**src/design/rdc_pkg.sv**
```systemverilog
`timescale 1ns / 1ps
// Package for the radix digit converter: field widths, constants, sequencer
// states, the control struct of the term unit and the radix clamp function.
// No dependencies.
package rdc_pkg;

   // Bits of the incoming number that take part in the conversion.
   localparam int NUMBER_WIDTH = 64;

   localparam int IN_W     = 64;
   localparam int RADIX_W  = 7;
   localparam int DIGIT_W  = 6;
   localparam int CHAR_W   = 7;
   localparam int POS_W    = 6;
   localparam int TERM_W   = 64;
   localparam int PROD_W   = NUMBER_WIDTH + RADIX_W;
   localparam int DIV_CNT_W = (NUMBER_WIDTH > 1) ? $clog2(NUMBER_WIDTH) : 1;

   localparam logic [CHAR_W-1:0]  CHAR_OFFSET = 7'd48;
   localparam logic [RADIX_W-1:0] RADIX_RESET = 7'd10;
   localparam logic [RADIX_W-1:0] RADIX_MIN   = 7'd2;
   localparam logic [RADIX_W-1:0] RADIX_MAX   = 7'd64;

   typedef enum logic [1:0] {
      ST_IDLE,
      ST_DIVIDE,
      ST_TERM,
      ST_EMIT
   } state_type;

   typedef struct packed {
      logic init;   // load the place value with one
      logic step;   // form the term and advance the place value
   } term_ctrl_type;

   // Clamp the programmed radix into the supported range 2..64.
   function automatic logic [RADIX_W-1:0] effective_radix(input logic [RADIX_W-1:0] r);
      logic [RADIX_W-1:0] e;
      e = r;
      if (r < RADIX_MIN) begin
         e = RADIX_MIN;
      end else if (r > RADIX_MAX) begin
         e = RADIX_MAX;
      end
      return e;
   endfunction

endpackage

```
**src/design/rdc_divider.sv**
```systemverilog
`timescale 1ns / 1ps
// Bit-serial restoring divider: one quotient bit per cycle, dividing the
// NUMBER_WIDTH-bit value by a radix of at most 64. Depends on rdc_pkg.
module rdc_divider
   import rdc_pkg::*;
(
   input  logic                    clock,
   input  logic                    reset,
   input  logic                    start,
   input  logic [NUMBER_WIDTH-1:0] dividend,
   input  logic [RADIX_W-1:0]      divisor,
   output logic                    done,
   output logic [NUMBER_WIDTH-1:0] quotient,
   output logic [DIGIT_W-1:0]      remainder
);

   logic                    busy_ff;
   logic                    done_ff;
   logic [DIV_CNT_W-1:0]    cnt_ff;
   logic [NUMBER_WIDTH-1:0] quot_ff;
   logic [DIGIT_W-1:0]      rem_ff;
   logic [RADIX_W-1:0]      div_ff;

   logic [RADIX_W-1:0]      trial;
   logic                    fits;
   logic [RADIX_W-1:0]      diff;

   // The partial remainder stays below the divisor, so it fits six bits and
   // the shifted trial value fits seven.
   assign trial = {rem_ff, quot_ff[NUMBER_WIDTH-1]};
   assign fits  = (trial >= div_ff);
   assign diff  = trial - div_ff;

   always_ff @(posedge clock) begin
      if (reset) begin
         busy_ff <= 1'b0;
         done_ff <= 1'b0;
         cnt_ff  <= '0;
      end else begin
         done_ff <= 1'b0;
         if (start) begin
            busy_ff <= 1'b1;
            cnt_ff  <= DIV_CNT_W'(NUMBER_WIDTH - 1);
         end else if (busy_ff) begin
            cnt_ff <= cnt_ff - 1'b1;
            if (cnt_ff == '0) begin
               busy_ff <= 1'b0;
               done_ff <= 1'b1;
            end
         end
      end
   end

   always_ff @(posedge clock) begin
      if (start) begin
         quot_ff <= dividend;
         rem_ff  <= '0;
         div_ff  <= divisor;
      end else if (busy_ff) begin
         quot_ff <= {quot_ff[NUMBER_WIDTH-2:0], fits};
         rem_ff  <= fits ? diff[DIGIT_W-1:0] : trial[DIGIT_W-1:0];
      end
   end

   assign done      = done_ff;
   assign quotient  = quot_ff;
   assign remainder = rem_ff;

endmodule

```
**src/design/rdc_term_unit.sv**
```systemverilog
`timescale 1ns / 1ps
// Place value register and the two products of one digit: the term
// digit * place and the next place value place * radix. Depends on rdc_pkg.
module rdc_term_unit
   import rdc_pkg::*;
(
   input  logic                clock,
   input  term_ctrl_type       ctrl,
   input  logic [DIGIT_W-1:0]  digit,
   input  logic [RADIX_W-1:0]  radix,
   output logic [TERM_W-1:0]   term
);

   logic [NUMBER_WIDTH-1:0] place_ff;
   logic [NUMBER_WIDTH-1:0] place_in;
   logic [NUMBER_WIDTH-1:0] term_ff;
   logic [NUMBER_WIDTH-1:0] term_in;
   logic [PROD_W-1:0]       term_prod;
   logic [PROD_W-1:0]       place_prod;

   // The term never exceeds the number itself, so truncation loses nothing.
   // The advanced place value may wrap after the top digit, where it is unused.
   assign term_prod  = PROD_W'(place_ff) * PROD_W'(digit);
   assign place_prod = PROD_W'(place_ff) * PROD_W'(radix);
   assign term_in    = term_prod[NUMBER_WIDTH-1:0];
   assign place_in   = place_prod[NUMBER_WIDTH-1:0];

   always_ff @(posedge clock) begin
      if (ctrl.init) begin
         place_ff <= NUMBER_WIDTH'(1);
      end else if (ctrl.step) begin
         place_ff <= place_in;
         term_ff  <= term_in;
      end
   end

   assign term = TERM_W'(term_ff);

endmodule

```
**src/design/radix_digit_converter.sv**
```systemverilog
`timescale 1ns / 1ps
// Top level of the radix digit converter: request and response channels,
// the radix register and the digit sequencer. Depends on rdc_pkg,
// rdc_divider and rdc_term_unit.
//
//   channel   direction  handshake           payload
//   req_      in         req_valid/stall     req_number
//   rsp_      out        rsp_valid/stall     digit_value, digit_char,
//                                            position, term, last
//   csr_      in         csr_valid/ready     csr_radix
//
// Each digit passes through these steps, plus any response stall: the
// divider is loaded, the bit-serial divider runs (one quotient bit per
// cycle), the result is handed over to the digit registers and the term
// multiply is done; the response is then held until taken. A number with
// n digits thus passes through these steps n times.
// Reset is synchronous and active high; it returns the radix to ten and
// the sequencer to idle. req_stall stays high from the accepted request
// until its most significant digit has been taken.
module radix_digit_converter
   import rdc_pkg::*;
(
   input  logic                clock,
   input  logic                reset,

   input  logic                req_valid,
   output logic                req_stall,
   input  logic [IN_W-1:0]     req_number,

   output logic                rsp_valid,
   input  logic                rsp_stall,
   output logic [DIGIT_W-1:0]  rsp_digit_value,
   output logic [CHAR_W-1:0]   rsp_digit_char,
   output logic [POS_W-1:0]    rsp_position,
   output logic [TERM_W-1:0]   rsp_term,
   output logic                rsp_last,

   input  logic                csr_valid,
   output logic                csr_ready,
   input  logic [RADIX_W-1:0]  csr_radix
);

   state_type               state_ff;
   state_type               state_in;

   logic [RADIX_W-1:0]      radix_ff;
   logic [RADIX_W-1:0]      base_ff;
   logic [NUMBER_WIDTH-1:0] rest_ff;
   logic [DIGIT_W-1:0]      digit_ff;
   logic [POS_W-1:0]        pos_ff;

   logic                    req_accept;
   logic                    rsp_accept;
   logic                    rest_zero;
   logic                    div_start;
   logic [NUMBER_WIDTH-1:0] div_operand;
   logic                    div_done;
   logic [NUMBER_WIDTH-1:0] div_quot;
   logic [DIGIT_W-1:0]      div_rem;
   term_ctrl_type           term_ctrl;
   logic [TERM_W-1:0]       term_value;

   // The radix register may be written at any time; writes are only
   // expected while no conversion is under way.
   assign csr_ready = 1'b1;

   always_ff @(posedge clock) begin
      if (reset) begin
         radix_ff <= RADIX_RESET;
      end else if (csr_valid && csr_ready) begin
         radix_ff <= csr_radix;
      end
   end

   assign req_stall  = (state_ff != ST_IDLE);
   assign rsp_valid  = (state_ff == ST_EMIT);
   assign req_accept = req_valid && !req_stall;
   assign rsp_accept = rsp_valid && !rsp_stall;
   assign rest_zero  = (rest_ff == '0);

   // Sequencer: divide, form the term, offer the digit, and repeat on the
   // quotient until it reaches zero.
   always_comb begin
      state_in         = state_ff;
      div_start        = 1'b0;
      div_operand      = rest_ff;
      term_ctrl.init   = 1'b0;
      term_ctrl.step   = 1'b0;
      case (state_ff)
         ST_IDLE: begin
            if (req_accept) begin
               div_start      = 1'b1;
               div_operand    = req_number[NUMBER_WIDTH-1:0];
               term_ctrl.init = 1'b1;
               state_in       = ST_DIVIDE;
            end
         end
         ST_DIVIDE: begin
            if (div_done) begin
               state_in = ST_TERM;
            end
         end
         ST_TERM: begin
            term_ctrl.step = 1'b1;
            state_in       = ST_EMIT;
         end
         ST_EMIT: begin
            if (rsp_accept) begin
               if (rest_zero) begin
                  state_in = ST_IDLE;
               end else begin
                  div_start = 1'b1;
                  state_in  = ST_DIVIDE;
               end
            end
         end
         default: begin
            state_in = ST_IDLE;
         end
      endcase
   end

   always_ff @(posedge clock) begin
      if (reset) begin
         state_ff <= ST_IDLE;
      end else begin
         state_ff <= state_in;
      end
   end

   // Datapath registers of the current number.
   always_ff @(posedge clock) begin
      if (req_accept) begin
         base_ff <= effective_radix(radix_ff);
         pos_ff  <= '0;
      end else if (rsp_accept && !rest_zero) begin
         pos_ff  <= pos_ff + 1'b1;
      end
      if (state_ff == ST_DIVIDE && div_done) begin
         rest_ff  <= div_quot;
         digit_ff <= div_rem;
      end
   end

   rdc_divider u_divider (
      .clock     (clock),
      .reset     (reset),
      .start     (div_start),
      .dividend  (div_operand),
      .divisor   (req_accept ? effective_radix(radix_ff) : base_ff),
      .done      (div_done),
      .quotient  (div_quot),
      .remainder (div_rem)
   );

   rdc_term_unit u_term (
      .clock (clock),
      .ctrl  (term_ctrl),
      .digit (digit_ff),
      .radix (base_ff),
      .term  (term_value)
   );

   // All response fields come from registers that hold still while the
   // sequencer waits in the emit state.
   assign rsp_digit_value = digit_ff;
   assign rsp_digit_char  = CHAR_W'(digit_ff) + CHAR_OFFSET;
   assign rsp_position    = pos_ff;
   assign rsp_term        = term_value;
   assign rsp_last        = rest_zero;

endmodule
```
**config.mk**
```make
export PLATFORM = sky130hd
export DESIGN_NAME = radix_digit_converter
export DESIGN_NICKNAME = d
export VERILOG_FILES = /design/src/design/rdc_pkg.sv /design/src/design/rdc_divider.sv /design/src/design/rdc_term_unit.sv /design/src/design/radix_digit_converter.sv
export SDC_FILE = /design/constraint.sdc
export NUM_CORES = 2
export LEC_CHECK = 0
export BUFFER_PORTS_ARGS = -buffer_cell sky130_fd_sc_hd__buf_2
export CAP_MARGIN = 20
export CORE_ASPECT_RATIO = 1.5
export CORE_UTILIZATION = 64
export DETAILED_ROUTE_END_ITERATION = 6
export HOLD_SLACK_MARGIN = 0.02
export MAX_ROUTING_LAYER = met4
export PLACE_DENSITY = 0.91
export SYNTH_ARGS = -nofsm -noshare
export SYNTH_HDL_FRONTEND = slang
export SYNTH_SLANG_ARGS = --single-unit
```
**constraint.sdc**
```tcl
create_clock -name clock -period 7.2 [get_ports clock]
set_input_delay 1.44 -clock clock [delete_from_list [all_inputs] [get_ports clock]]
set_output_delay 1.44 -clock clock [all_outputs]
set_load 0.05 [all_outputs]
```
* After elaboration in Yosys (flattened, before gate mapping)
Index checks and enable logic that the tools add are counted.
** Storage, ports and cells
- Flip-flop bits (word level) :: 305
- Bits of input ports :: 76
- Output and inout port bits :: 87
- Logic and storage cells :: 71
** Cells by class
- Add/sub/neg operators :: 4
- Multipliers :: 2
- Order comparisons :: 3
- Eq/ne operators :: 6
- Multiplexer cells :: 25
- Bitwise operators :: 2
- Reduce and logical (&&, ||, !) cells :: 15
** Operator list (number)
- $mux W64 :: 4
- $logic_not A64 Y1 :: 1
- $mul A64 B6 Y64 :: 1
- $mul A64 B7 Y64 :: 1
- $mux W7 :: 3
- $mux W6 :: 3
- $mux W1 :: 10
- $pmux W2 S4 :: 1
- $add A6 B6 Y7 const B :: 1
- $ge A7 B7 Y1 :: 1
- $gt A7 B7 Y1 const B :: 1
- $lt A7 B2 Y1 const B :: 1
- $add A6 B1 Y6 const B :: 1
- $logic_not A6 Y1 :: 1
- $mux W2 :: 3
- $sub A6 B1 Y6 const B :: 1
- $sub A6 B6 Y6 :: 1
- $eq A2 B2 Y1 const B :: 2
- $logic_and A1 B1 Y1 :: 4
- $ne A2 B1 Y1 const B :: 2
- $reduce_bool A2 Y1 :: 2
- $logic_not A1 Y1 :: 3
- $reduce_and A3 Y1 :: 1
- $reduce_or A3 Y1 :: 1
- 6 further kinds :: 7

* Longest topological paths before layout
- Depth in word-level cells :: 7
- Mapped depth :: 23

* By module
A second synthesis with hierarchy kept.
** Unflattened totals
- Cell total of the unflattened synthesis :: 3964
- Area total of the unflattened synthesis :: 36453.7 µm²
** By module, submodules not included
- rdc_term_unit :: instances 1, cells an instance 3290, area an instance 28533.6 µm²
- radix_digit_converter :: instances 1, cells an instance 415, area an instance 4083.9 µm²
- rdc_divider :: instances 1, cells an instance 259, area an instance 3836.2 µm²

* Worst setup path after synthesis
OpenSTA, ideal clock, no wires.
- Kind :: register to register
- Start point :: register digit_ff[0], in the netlist rsp_digit_value[0]
- End point :: register u_term.term_ff[45], in the netlist u_term.term[45] (data pin)
- Library setup time :: 0.263 ns
- Arrival time :: 5.483 ns
- Data required time :: 6.937 ns
- Slack :: 1.453 ns
- Cell stages (with the launch flop) :: 20
- Buffers on the path :: 2
- Period minus slack after synthesis :: 5.747 ns
- Cell sequence :: edfxtp_1 -> clkbuf_1 -> clkbuf_1 -> nand2_1 -> fa_1 -> fa_1 -> inv_1 -> fa_1 -> ha_1 -> and2_1 -> a221oi_1 -> o21ai_1 -> a221oi_2 -> o41ai_1 -> a2111oi_0 -> nor2_1 -> a221oi_2 -> o21ai_1 -> a211oi_2 -> xnor2_1
** Between the ends
- Longest elaborated chain between the ends :: 1
** Ends and longest elaborated chain
- from (decl) :: line radix_digit_converter.sv:49 : logic [DIGIT_W-1:0] digit_ff;
- from (signal assigned) :: line radix_digit_converter.sv:141 : digit_ff <= div_rem;
- $mul A64 B6 Y64 :: line rdc_term_unit.sv:23 : assign term_prod = PROD_W'(place_ff) * PROD_W'(digit);
- via u_term.term_in[45] :: line rdc_term_unit.sv:17 : logic [NUMBER_WIDTH-1:0] term_in;
- to (signal assigned) :: line rdc_term_unit.sv:33 : term_ff <= term_in;
- to (decl) :: line rdc_term_unit.sv:16 : logic [NUMBER_WIDTH-1:0] term_ff;
The timed path passes the listed nets, and every way through them passes these cells.
A chain may end at the register's enable or synchronous reset.

* Worst setup path in the final report
- Start point :: register digit_ff[0], in the netlist rsp_digit_value[0]
- End point :: register u_term.term_ff[63], in the netlist u_term.term[63] (data pin)
The elaborated chain is that of the path after synthesis.

==> metrics.md <==
| Metric | Value |
|---|---|
| Initial drt markers | `1850` |
| Worst Hold Launch | `u_divider.quotient[21]` |
| Max Buffers Root-to-Sink | `3` |
| Max-slew headroom | `between 20 and 30%` |
| Max VDD drop | `0.000301 V` |
| Fin crit period | `around 6.5 ns` |
| CTS sink cnt | `between 300 and 400` |
| Layout cells sized above 1 | `around 7.1%` |
| Gr ovfl total | `0` |
| Worst reg2reg path depth | `18` |
| Fmax | `roughly 150 MHz` |
| Inst Count DP | `around 4500` |
| R2R Path Start | `rsp_digit_value[0]` |
| Post-CTS setup buffers | `0` |
| Largest net degree at the start of global routing | `approximately 120` |
| Commonest non-fill, non-tap cells in the layout | `nand2_1, fa_1, inv_1, and2_1, edfxtp_1` |
| PostCTS Resize Cnt | `0` |
| Worst skew pair latency | `about 0.64 ns` |
| Synth cell types | `between 70 and 80` |
| NumNets Final | `4647` |
| Post-synth EDFFs | `around 210` |
| Most Crowded Layer GR | `met2` |
| HPWL Detailed | `~68 mm` |
| Routability cong. | `0.979` |
| Required @ worst endpoint | `~7.6 ns` |
| Die ar. | `56600 sq um` |
| Leak | `17.0 nW` |
| Global-route wire length before repair | `between 100 and 150 mm` |
| Critical-path maximum fanout | `25` |
| Slew Viols, Final | `0` |
| Htree depth | `1` |
| Num rows | `between 100 and 150` |
| DRT antenna net count | `0` |
| DRC | `0` |
| Cells on Worst Hold Path | `0` |
| Leading area contributor after synthesis | `fa_1` |
| Root buffer cell | `clkbuf_16` |
| Setup crit start | `rsp_digit_value[0]` |
| Area growth syn-to-layout | `6.08%` |
| Starting Density | `between 60% and 70%` |
| Status | `complete, no violations` |
| Reg clk slew, reported paths | `roughly 0.080 ns` |
| M2 GR Usage | `around three fifths` |
| Pwr Density | `between 200 and 250 nW/um^2` |
| DR vias/cell | `just over 6` |
| Synth top area cells | `fa_1, edfxtp_1, and2_1` |
| Chip width | `~200 um` |
| Post-route cell area | `~38000 sq um` |
| Io pins | `163` |
| Total global-route track usage | `between 30 and 40%` |
| Setup TNS | `0 ns` |
| Crit. End Element | `register` |
| Final hold viol count | `0` |
| CTS tree | `yes` |
| Max-cap violation count | `0` |
| Post-synthesis sequential area ratio | `22.9%` |
| Startpoint Class | `register` |
| Post-synth top area share | `between 20% and 30%` |
| Net count after synthesis | `about 4700` |
| Crit path kind | `reg -> reg` |
| Met1 GRT Util | `between 30% and 40%` |
| First drt pass iteration count | `6` |
| Flops & latches, synth | `around 310` |
| Post-Route WL | `~90 mm` |
| Non-filler instance count after layout | `~4600` |
| Initial antenna violation count | `3` |
| Vias in the first global route | `approximately 30000` |
| Core Area | `54800 sq um` |
| Asr flop ratio synth | `0%` |
| Arrival time at the worst endpoint | `roughly 7 ns` |
| Ys flop type | `edfxtp_1` |
| DP Area | `36700 sq um` |
| # setup viols final | `0` |
| Cells after Synth | `3900` |
| M3 GR Usage | `4.26%` |
| Routed via count | `28283` |
| Port Buffer Count | `about 160` |
| Synth warn | `0` |
| RSZ-0062 raised after global routing | `no` |
| Fin Clk Skew | `about 0.014 ns` |
| Die height | `291 um` |
| TritonCTS buffer count | `31` |
| Mapped Area | `around 36000 sq um` |
| Synth Area per Inst | `slightly above 9 sq um` |
| Final Core Density | `just under 70%` |
| Post-route clock period utilization | `between 90% and 100%` |
| Measured slew at the worst slew-check pin | `roughly 1.1 ns` |
| Hold WS | `0.450 ns` |
| Most common cell after layout, fill and taps aside | `nand2_1` |
| Hold crit path type | `reg -> reg` |
| Post-CTS Hold Buffers | `0` |
| WL/cell | `19.6 um` |
routing by layer:
metal | vias to the layer above | routed length (um)
met5 | - | 0
met4 | 0 | 7910
met3 | 518 | 5680
met2 | 1414 | 47000
met1 | 13973 | 29500
li1 | 12378 | -
where the power goes:
group / switching [mW] / total, mW / internal [mW]
logic: 2.81 / 4.20 / 1.39
registers: 0.454 / 3.07 / 2.62
clock network: 0.787 / 1.70 / 0.909
registers in the layout, summed over array words and instances (netlist names):
signal,count
u_divider.done,1
u_divider.cnt_ff,6
u_term.place_ff,64
state_ff,2
u_divider.div_ff,7
u_divider.quotient,64
rsp_position,6
u_term.term,64
rest_ff,64
rsp_digit_value,6
base_ff,7
u_divider.busy_ff,1
radix_ff,7
u_divider.remainder,6
cell families after synthesis:
family	Yosys count	share of synthesized area, %
simple gates	1429	19.2
buf+inv	762	8.10
fa+ha+maj	683	35.2
compound gates	518	9.47
flops	305	22.9
xor+xnor	148	3.64
mux	54	1.52
other cells	1	0.0105
path summary, 6_finish.rpt:
check	slack, ns	endpoint
worst max-delay path	0.70	u_term.term[63]
worst min-delay path	0.45	rest_ff[21]
worst max register to register	0.70	u_term.term[63]
worst min register to register	0.45	rest_ff[21]
critical path: stages, from the launching register on:
cell and delay (ns):
edfxtp_1 1.00, nand2_1 0.19, fa_1 0.56, inv_1 0.04
ha_1 0.28, ha_1 0.31, ha_1 0.24, fa_1 0.52
a211oi_1 0.45, nor2_1 0.16, o41ai_1 0.65, o211a_1 0.35
o31a_1 0.35, o2111ai_1 0.14, a21oi_1 0.14, o21bai_1 0.12
a221oi_1 0.44, o21ai_1 0.12, xnor2_1 0.14
layout make-up:
type                    count  area (sq um)
clock inverters            26           256
flip-flops and latches    305          8160
well taps                 695           870
multi-input cells        2833         24600
repair buffers            201          1180
inverters                 516          1940
diodes                      2          5.00
fillers                  3874         17000
clock buffers              32           779
synth_stat cells, drive strengths merged, types with 6 or more instances:
cell type,number
buf,13
a31oi,84
nor2b,15
o21a,18
and3,9
ha,153
nand2b,12
a21oi,140
o22ai,8
xnor2,96
xor2,52
nand3,33
a221oi,13
o21ai,80
nand4,39
o31ai,6
mux2i,54
nor4,23
o211ai,8
and2,425
or2,6
dfxtp,100
nor2,203
a21o,54
nand2,626
clkbuf,233
inv,516
or3,8
nor3,16
fa,530
edfxtp,205
a211oi,24
o21bai,33
metrics by stage:
step           total power [mW]  setup WS [ns]
6_report                   8.97          0.697
5_1_grt                    9.51          0.490
4_1_cts                    8.93          0.819
3_5_place_dp               7.21          0.941
3_3_place_gp               7.02           1.13
2_1_floorplan              6.02           1.45
No activity file was read; power rests on OpenSTA's default activity.
